**config.mk**
```make
export PLATFORM = sky130hd
export DESIGN_NAME = png_text_chunk_extractor_core
export DESIGN_NICKNAME = d
export VERILOG_FILES = /design/src/hw/rtl/pte_pkg.sv /design/src/hw/rtl/pte_parser.sv /design/src/hw/rtl/pte_out_stage.sv /design/src/hw/rtl/png_text_chunk_extractor_core.sv
export SDC_FILE = /design/constraint.sdc
export NUM_CORES = 1
export LEC_CHECK = 0
export BUFFER_PORTS_ARGS = -buffer_cell sky130_fd_sc_hd__buf_2
export CAP_MARGIN = 20
export CORE_MARGIN = 5
export CORE_UTILIZATION = 40
export DETAILED_ROUTE_END_ITERATION = 10
export GPL_ROUTABILITY_DRIVEN = 0
export SYNTH_ARGS = -nofsm -noshare
export SYNTH_HDL_FRONTEND = slang
export SYNTH_SLANG_ARGS = --single-unit
```
**constraint.sdc**
```tcl
create_clock -name clk -period 4.91 [get_ports clk]
set_input_delay 0.7365 -clock clk [delete_from_list [all_inputs] [get_ports clk]]
set_output_delay 0.7365 -clock clk [all_outputs]
set_load 0.005 [all_outputs]
```
**src/hw/rtl/pte_pkg.sv**
```systemverilog
// Shared types, codes and constant tables for the PNG text chunk extractor.
package pte_pkg;

	typedef enum logic [2:0] {
		PH_SIG  = 3'd0,
		PH_LEN  = 3'd1,
		PH_TYPE = 3'd2,
		PH_DATA = 3'd3,
		PH_CRC  = 3'd4
	} phase_t;

	localparam logic [1:0] ST_VALUE    = 2'd0;
	localparam logic [1:0] ST_EMPTY    = 2'd1;
	localparam logic [1:0] ST_NOT_PNG  = 2'd2;
	localparam logic [1:0] ST_NO_DESC  = 2'd3;

	localparam logic [31:0] TYPE_IDAT = 32'h4944_4154;
	localparam logic [31:0] TYPE_TEXT = 32'h7445_5874;
	localparam logic [3:0]  KEY_LEN   = 4'd11;

	typedef struct packed {
		logic [7:0] value_byte;
		logic [1:0] status;
		logic       last;
	} result_t;

	function automatic logic [7:0] sig_byte(input logic [2:0] idx);
		logic [7:0] b;
		case (idx)
			3'd0: b = 8'h89;
			3'd1: b = 8'h50;
			3'd2: b = 8'h4E;
			3'd3: b = 8'h47;
			3'd4: b = 8'h0D;
			3'd5: b = 8'h0A;
			3'd6: b = 8'h1A;
			default: b = 8'h0A;
		endcase
		return b;
	endfunction

	// "Description"
	function automatic logic [7:0] key_char(input logic [3:0] idx);
		logic [7:0] c;
		case (idx)
			4'd0:  c = 8'h44;
			4'd1:  c = 8'h65;
			4'd2:  c = 8'h73;
			4'd3:  c = 8'h63;
			4'd4:  c = 8'h72;
			4'd5:  c = 8'h69;
			4'd6:  c = 8'h70;
			4'd7:  c = 8'h74;
			4'd8:  c = 8'h69;
			4'd9:  c = 8'h6F;
			4'd10: c = 8'h6E;
			default: c = 8'h00;
		endcase
		return c;
	endfunction

endpackage

```
**src/hw/rtl/pte_parser.sv**
```systemverilog
// Chunk walker: parser state registers and the per-byte next-state logic.
module pte_parser (
	input  logic             clk,
	input  logic             arst_n,
	input  logic             step,
	input  logic [7:0]       data_byte,
	input  logic             file_start,
	input  logic             file_end,
	output logic             res_valid,
	output pte_pkg::result_t res
);
	import pte_pkg::*;

	phase_t      phase_q, cur_phase, nxt_phase;
	logic [2:0]  fcount_q, cur_fcount, nxt_fcount;
	logic [31:0] clen_q, cur_clen, nxt_clen;
	logic [31:0] ctype_q, cur_ctype, nxt_ctype;
	logic [31:0] left_q, cur_left, nxt_left;
	logic [3:0]  kidx_q, cur_kidx, nxt_kidx;
	logic        kmatch_q, cur_kmatch, nxt_kmatch;
	logic        inval_q, cur_inval, nxt_inval;
	logic        fin_q, cur_fin, nxt_fin;
	logic [31:0] shifted_len, shifted_type;
	logic        left_zero, lst;

	// A new file restarts the parser before this byte is handled.
	always_comb begin
		if (file_start) begin
			cur_phase  = PH_SIG;
			cur_fcount = '0;
			cur_clen   = '0;
			cur_ctype  = '0;
			cur_left   = '0;
			cur_kidx   = '0;
			cur_kmatch = 1'b1;
			cur_inval  = 1'b0;
			cur_fin    = 1'b0;
		end else begin
			cur_phase  = phase_q;
			cur_fcount = fcount_q;
			cur_clen   = clen_q;
			cur_ctype  = ctype_q;
			cur_left   = left_q;
			cur_kidx   = kidx_q;
			cur_kmatch = kmatch_q;
			cur_inval  = inval_q;
			cur_fin    = fin_q;
		end
	end

	assign shifted_len  = {cur_clen[23:0], data_byte};
	assign shifted_type = {cur_ctype[23:0], data_byte};
	assign left_zero    = (cur_left == 32'd1);

	always_comb begin
		nxt_phase  = cur_phase;
		nxt_fcount = cur_fcount;
		nxt_clen   = cur_clen;
		nxt_ctype  = cur_ctype;
		nxt_left   = cur_left;
		nxt_kidx   = cur_kidx;
		nxt_kmatch = cur_kmatch;
		nxt_inval  = cur_inval;
		nxt_fin    = cur_fin;
		res_valid  = 1'b0;
		res        = '0;
		lst        = 1'b0;
		if (!cur_fin) begin
			case (cur_phase)
				PH_SIG: begin
					if (data_byte != sig_byte(cur_fcount)) begin
						res_valid = 1'b1;
						res       = '{value_byte: 8'd0, status: ST_NOT_PNG, last: 1'b1};
						nxt_fin   = 1'b1;
					end else if (cur_fcount == 3'd7) begin
						nxt_phase  = PH_LEN;
						nxt_fcount = '0;
					end else begin
						nxt_fcount = cur_fcount + 3'd1;
					end
				end
				PH_LEN: begin
					nxt_clen = shifted_len;
					if (cur_fcount == 3'd3) begin
						nxt_phase  = PH_TYPE;
						nxt_fcount = '0;
						nxt_ctype  = '0;
					end else begin
						nxt_fcount = cur_fcount + 3'd1;
					end
				end
				PH_TYPE: begin
					nxt_ctype = shifted_type;
					if (cur_fcount == 3'd3) begin
						nxt_fcount = '0;
						if (shifted_type == TYPE_IDAT) begin
							res_valid = 1'b1;
							res       = '{value_byte: 8'd0, status: ST_NO_DESC, last: 1'b1};
							nxt_fin   = 1'b1;
						end else begin
							nxt_left   = cur_clen;
							nxt_kidx   = '0;
							nxt_kmatch = 1'b1;
							nxt_inval  = 1'b0;
							nxt_phase  = (cur_clen == 32'd0) ? PH_CRC : PH_DATA;
						end
					end else begin
						nxt_fcount = cur_fcount + 3'd1;
					end
				end
				PH_DATA: begin
					nxt_left = cur_left - 32'd1;
					if (cur_ctype == TYPE_TEXT) begin
						if (cur_inval) begin
							lst       = left_zero || file_end;
							res_valid = 1'b1;
							res       = '{value_byte: data_byte, status: ST_VALUE, last: lst};
							nxt_fin   = lst;
						end else if (cur_kmatch) begin
							if (data_byte == 8'd0) begin
								if (cur_kidx == KEY_LEN) begin
									if (left_zero) begin
										res_valid = 1'b1;
										res       = '{value_byte: 8'd0, status: ST_EMPTY,
										              last: 1'b1};
										nxt_fin   = 1'b1;
									end else begin
										nxt_inval = 1'b1;
									end
								end else begin
									nxt_kmatch = 1'b0;
								end
							end else if (cur_kidx < KEY_LEN && data_byte == key_char(cur_kidx)) begin
								nxt_kidx = cur_kidx + 4'd1;
							end else begin
								nxt_kmatch = 1'b0;
							end
						end
					end
					if (!nxt_fin && left_zero) begin
						nxt_phase  = PH_CRC;
						nxt_fcount = '0;
					end
				end
				PH_CRC: begin
					if (cur_fcount == 3'd3) begin
						nxt_phase  = PH_LEN;
						nxt_fcount = '0;
						nxt_clen   = '0;
					end else begin
						nxt_fcount = cur_fcount + 3'd1;
					end
				end
				default: begin
				end
			endcase

			// End of file closes out with a final result.
			if (file_end && !nxt_fin) begin
				if (!res_valid) begin
					res_valid = 1'b1;
					res       = '{value_byte: 8'd0,
					              status: (nxt_phase == PH_SIG) ? ST_NOT_PNG : ST_NO_DESC,
					              last: 1'b1};
				end else begin
					res.last = 1'b1;
				end
				nxt_fin = 1'b1;
			end
		end
	end

	always_ff @(posedge clk or negedge arst_n) begin
		if (!arst_n) begin
			phase_q  <= PH_SIG;
			fcount_q <= '0;
			clen_q   <= '0;
			ctype_q  <= '0;
			left_q   <= '0;
			kidx_q   <= '0;
			kmatch_q <= 1'b1;
			inval_q  <= 1'b0;
			fin_q    <= 1'b0;
		end else if (step) begin
			phase_q  <= nxt_phase;
			fcount_q <= nxt_fcount;
			clen_q   <= nxt_clen;
			ctype_q  <= nxt_ctype;
			left_q   <= nxt_left;
			kidx_q   <= nxt_kidx;
			kmatch_q <= nxt_kmatch;
			inval_q  <= nxt_inval;
			fin_q    <= nxt_fin;
		end
	end

endmodule

```
**src/hw/rtl/pte_out_stage.sv**
```systemverilog
// Result register that holds one result until the receiver takes it.
module pte_out_stage (
	input  logic             clk,
	input  logic             arst_n,
	input  logic             step,
	input  logic             res_valid,
	input  pte_pkg::result_t res,
	output logic             advance,
	output logic             out_valid,
	input  logic             out_stall,
	output logic [7:0]       value_byte,
	output logic [1:0]       status,
	output logic             last
);
	import pte_pkg::*;

	logic    valid_q;
	result_t res_q;

	// The register frees up when empty or when its request is taken.
	assign advance = !valid_q || !out_stall;

	always_ff @(posedge clk or negedge arst_n) begin
		if (!arst_n) begin
			valid_q <= 1'b0;
		end else if (advance) begin
			valid_q <= step && res_valid;
		end
	end

	always_ff @(posedge clk) begin
		if (advance && step && res_valid) begin
			res_q <= res;
		end
	end

	assign out_valid  = valid_q;
	assign value_byte = res_q.value_byte;
	assign status     = res_q.status;
	assign last       = res_q.last;

endmodule

```
**src/hw/rtl/png_text_chunk_extractor_core.sv**
```systemverilog
// Top level of the PNG tEXt "Description" extractor.
//
// Usage: feed a PNG file one byte per request on the input channel
// (in_valid / in_stall), with file_start on the first byte and file_end on
// the last. The block checks the 8-byte signature, walks the chunks and
// emits the bytes that follow the "Description" keyword of a tEXt chunk on
// the output channel (out_valid / out_stall), one request per byte, with
// last on the final one. Status codes report an empty description, a file
// that is not PNG, or no description before the first IDAT or file end.
// Each input byte gives zero or one result.
//
// A result passes through the input register, then the result register.
// Throughput: one byte per cycle while the receiver does not stall; the
// chunk walker updates its counters in one pass from the input register.
// Reset (arst_n low) empties both registers and puts the walker in the
// signature phase. When the receiver stalls, the result register holds its
// request and the input register holds its byte; in_stall rises only when
// both are occupied. After a final result, bytes are dropped until the next
// file_start.
module png_text_chunk_extractor_core (
	input  logic       clk,
	input  logic       arst_n,
	input  logic       in_valid,
	output logic       in_stall,
	input  logic [7:0] data_byte,
	input  logic       file_start,
	input  logic       file_end,
	output logic       out_valid,
	input  logic       out_stall,
	output logic [7:0] value_byte,
	output logic [1:0] status,
	output logic       last
);
	import pte_pkg::*;

	logic       valid_s1;
	logic [7:0] data_byte_s1;
	logic       file_start_s1;
	logic       file_end_s1;
	logic       advance;
	logic       step;
	logic       res_valid;
	result_t    res;

	// Hold the input byte while the result register cannot advance.
	assign in_stall = valid_s1 && !advance;
	assign step     = valid_s1 && advance;

	always_ff @(posedge clk or negedge arst_n) begin
		if (!arst_n) begin
			valid_s1 <= 1'b0;
		end else if (!in_stall) begin
			valid_s1 <= in_valid;
		end
	end

	always_ff @(posedge clk) begin
		if (in_valid && !in_stall) begin
			data_byte_s1  <= data_byte;
			file_start_s1 <= file_start;
			file_end_s1   <= file_end;
		end
	end

	pte_parser u_parser (
		.clk        (clk),
		.arst_n     (arst_n),
		.step       (step),
		.data_byte  (data_byte_s1),
		.file_start (file_start_s1),
		.file_end   (file_end_s1),
		.res_valid  (res_valid),
		.res        (res)
	);

	pte_out_stage u_out (
		.clk        (clk),
		.arst_n     (arst_n),
		.step       (step),
		.res_valid  (res_valid),
		.res        (res),
		.advance    (advance),
		.out_valid  (out_valid),
		.out_stall  (out_stall),
		.value_byte (value_byte),
		.status     (status),
		.last       (last)
	);

endmodule

```
==> impl_metrics.csv <==
group,metric,value,unit
clock_network,cts_resized,0,
route,detail-route-antenna-nets,0,
clock_network,hold_buffers,0,
clock_network,cts-root-buf,"clkbuf_16",
worst_setup_path,max_stage_delay,580,ps
pwr,power_density,300.4,nW/um^2
worst_setup_path,path_common_cell,"ha_1",
layout,layout_common_cells,"dfrtp_1, nand2_1, o21ai_0, nor2_1, a22oi_1",
worst_setup_path,cpMaxStageDelayCell,"or4_4",
global_routing,grt_usage,21.00,%
logic_synthesis,avgSynthCellArea,9.037,um^2
sta,rsz0062_at_grt,"no",
floorplanning,fp-row-count,51,
pwr,switching_share,26.03,%
worst_setup_path,required,5090,ps
sta,slew_viol_final,0,
floorplanning,dieArea,22560,um^2
route,drc_errors,0,
logic_synthesis,syn_nets,899,
route,drt-total-wl,23020,um
worst_setup_path,crit_arrival,4180,ps
global_routing,grt_pass1_wl,36920,um
worst_hold_path,hp-class,"input pin to async pin",
placed_design,hpwlAfterDp,15190,um
route,drtIter0Drc,724,
clock_network,h-tree-depth,4,
logic_synthesis,syn_inst,870,
pwr,p_seq_share,43.2,%
layout,antenna_cells,0,
layout,area_delta_synth_final,13.00,%
clock_network,cts_buffers,17,
logic_synthesis,async_reset_ff_share,84.09,%
worst_setup_path,end_kind,"register",
worst_setup_path,critPathLaunchType,"register",
worst_setup_path,crit_type,"register to register",
global_routing,first_global_vias,6568,
layout,final_common_cell,"dfrtp_1",
layout,drive_above_1_share,11.26,%
sta,final-setup-viol-count,0,
sta,max-slew-margin-rel,28.19,%
clock_network,cts.sinks,132,
status,status,"completed",
sta,hold_violations,0,
logic_synthesis,synth_edf_count,21,
pwr,ir_drop,0.2437,mV
clock_network,clkTransAtPathRegs,60,ps
logic_synthesis,yosys.cell_types.count,78,
pwr,power_leakage,3.555,nW
logic_synthesis,synth_area,7863,um^2
worst_setup_path,cp_cell_sequence,"nor2b_1, ha_1, ha_1, nor2_1, a221oi_2, o22ai_1, or4_1, or4_4, nand2_2, and3b_1, a21oi_1, buf_4",
floorplanning,initial_utilization,40.53,%
floorplanning,die_h,150.2,um
sta,fmax,249.9,MHz
logic_synthesis,synthFlopType,"dfrtp_1",
route,firstDrtPassIters,6,
logic_synthesis,synth_seq_cells,132,
sta,final.setup.tns,0,ps
route,viasPerCell,6.044,
logic_synthesis,synth_warnings,0,
sta,worst_pin_slew,1063,ps
clock_network,clk-insertion-delay-late,430,ps
placed_design,io_buffer_count,26,
logic_synthesis,synth.yosys.seq_area_share,43.36,%
worst_setup_path,crit_fanout,11,
sta,layout_min_cycle_time,4001,ps
sta,finClkSkew,9.918,ps
global_routing,grt_antenna_before_repair,0,
global_routing,overflow,0,
pwr,clock_power_share,49.8,%
layout,fin_area,8885,um^2
pwr,p_sw,694.7,uW
floorplanning,io_pins,27,
clock_network,cts_tree,"built",
sta,finalCritPeriodShare,81.49,%
pwr,p_int,1.975,mW
route,via_count,6969,
global_routing,grt_max_degree,56,
floorplanning,core_area,19400,um^2
job,drv_cap,0,
floorplanning,die_w,150.2,um
clock_network,cts_setup_buffers,0,
placed_design,placed_cell_area,8273,um^2
route,routedWlPerCell,19.97,um
clock_network,clock_path_buffers,2,
layout,fin_nets,904,
pwr,p_comb_share,7.0,%
-- worst max-delay path, delay by kind of cell, from the launching register on --
family                     cells  cell delay (ps)
and+or+nand+nor                6             2070
adders and majority gates      2              690
AOI/OAI and AO/OA              3              410
DFF                            1              390
buffers and inverters          1              190
-- metrics by stage --
step           utilization, %  hold WS (ps)  worst slack [ps]  instances  total power, mW
6_report                45.80         357.3             908.8       1153            2.669
5_1_grt                 45.80         411.4             663.9       1153            2.757
4_1_cts                 45.80         378.3             970.7       1153            2.686
3_5_place_dp            42.65         478.2             973.6       1121            1.361
3_3_place_gp            42.65         481.9              1014       1121            1.360
2_1_floorplan               -         440.9             492.3        870            1.273
-- metal layers --
metal	track usage, %	routed length, um	vias to the layer above
met3	4.124	1141	25
met2	33.07	10840	201
met1	29.29	10720	3474
met4	6.542	318	0
li1	-	-	3269
met5	0	0	-
-- cells in the mapped netlist, drive strengths merged, types with 7 or more instances --
master | n | area, um^2
nand3 | 13 | 65.06
a31oi | 18 | 112.6
a22o | 40 | 350.3
xor2 | 7 | 61.31
ha | 15 | 187.7
nor2b | 13 | 81.33
inv | 23 | 86.33
and2 | 14 | 87.59
edfxtp | 21 | 630.6
a21oi | 33 | 165.2
xnor2 | 13 | 113.9
clkbuf | 55 | 206.5
a22oi | 46 | 345.3
mux2i | 17 | 170.2
a32oi | 7 | 61.31
o21ai | 91 | 455.4
nand2b | 11 | 71.32
o22ai | 14 | 87.58
nor3 | 21 | 105.1
nor2 | 62 | 232.7
nor4 | 18 | 112.6
nand2 | 98 | 370.4
dfrtp | 110 | 2753
-- flip-flops by register name (all words and copies together), names as in the netlist, 2 cells and up --
signal / count
data_byte_s1: 8
u_out.status: 2
u_out.value_byte: 8
u_parser.clen_q: 32
u_parser.ctype_q: 32
u_parser.fcount_q: 3
u_parser.kidx_q: 4
u_parser.left_q: 32
u_parser.phase_q: 3
-- cell type report --
cell class,instances,area [um^2]
Multi-Input combinational cell,654,4155
Sequential cell,132,3410
Inverter,23,86.33
Clock buffer,18,450.4
Clock inverter,14,161.4
Tap cell,265,331.6
Fill cell,1869,10510
Timing Repair Buffer,47,290.3
-- cell families (layout without fill, tap and decap cells) --
| family | after synthesis | count (layout) | share of synthesized area [%] |
|---|---|---|---|
| adders and majority gates | 16 | 16 | 2.514 |
| buffers and inverters | 84 | 102 | 4.153 |
| and+or+nand+nor | 294 | 294 | 18.86 |
| muxes | 17 | 17 | 2.164 |
| AOI/OAI and AO/OA | 307 | 307 | 26.72 |
| xor gates and xnor gates | 20 | 20 | 2.228 |
| DFF | 132 | 132 | 43.36 |
-- final timing paths --
path / startpoint / to / cells past startpoint / slack, ps
setup / recovery: u_parser.fcount_q[0] / u_out.value_byte[7] / 12 / 910
hold / removal: arst_n / u_parser.left_q[4] / 1 / 360
setup reg to reg: u_parser.fcount_q[0] / u_out.value_byte[7] / 12 / 910
hold reg to reg: u_parser.ctype_q[27] / u_parser.ctype_q[27] / 1 / 490
max in group asynchronous: arst_n / u_parser.ctype_q[3] / 2 / 3640
min in group clk: file_end / file_end_s1 / 1 / 490
-- power groups by stage --
stage	clock, mW	combinational [mW]	sequential, mW
2_1_floorplan	0	0.114	1.16
3_3_place_gp	0	0.186	1.17
3_5_place_dp	0	0.186	1.17
4_1_cts	1.34	0.187	1.15
5_1_grt	1.39	0.206	1.16
6_report	1.33	0.186	1.15
Power figures use the tool's default switching activity.
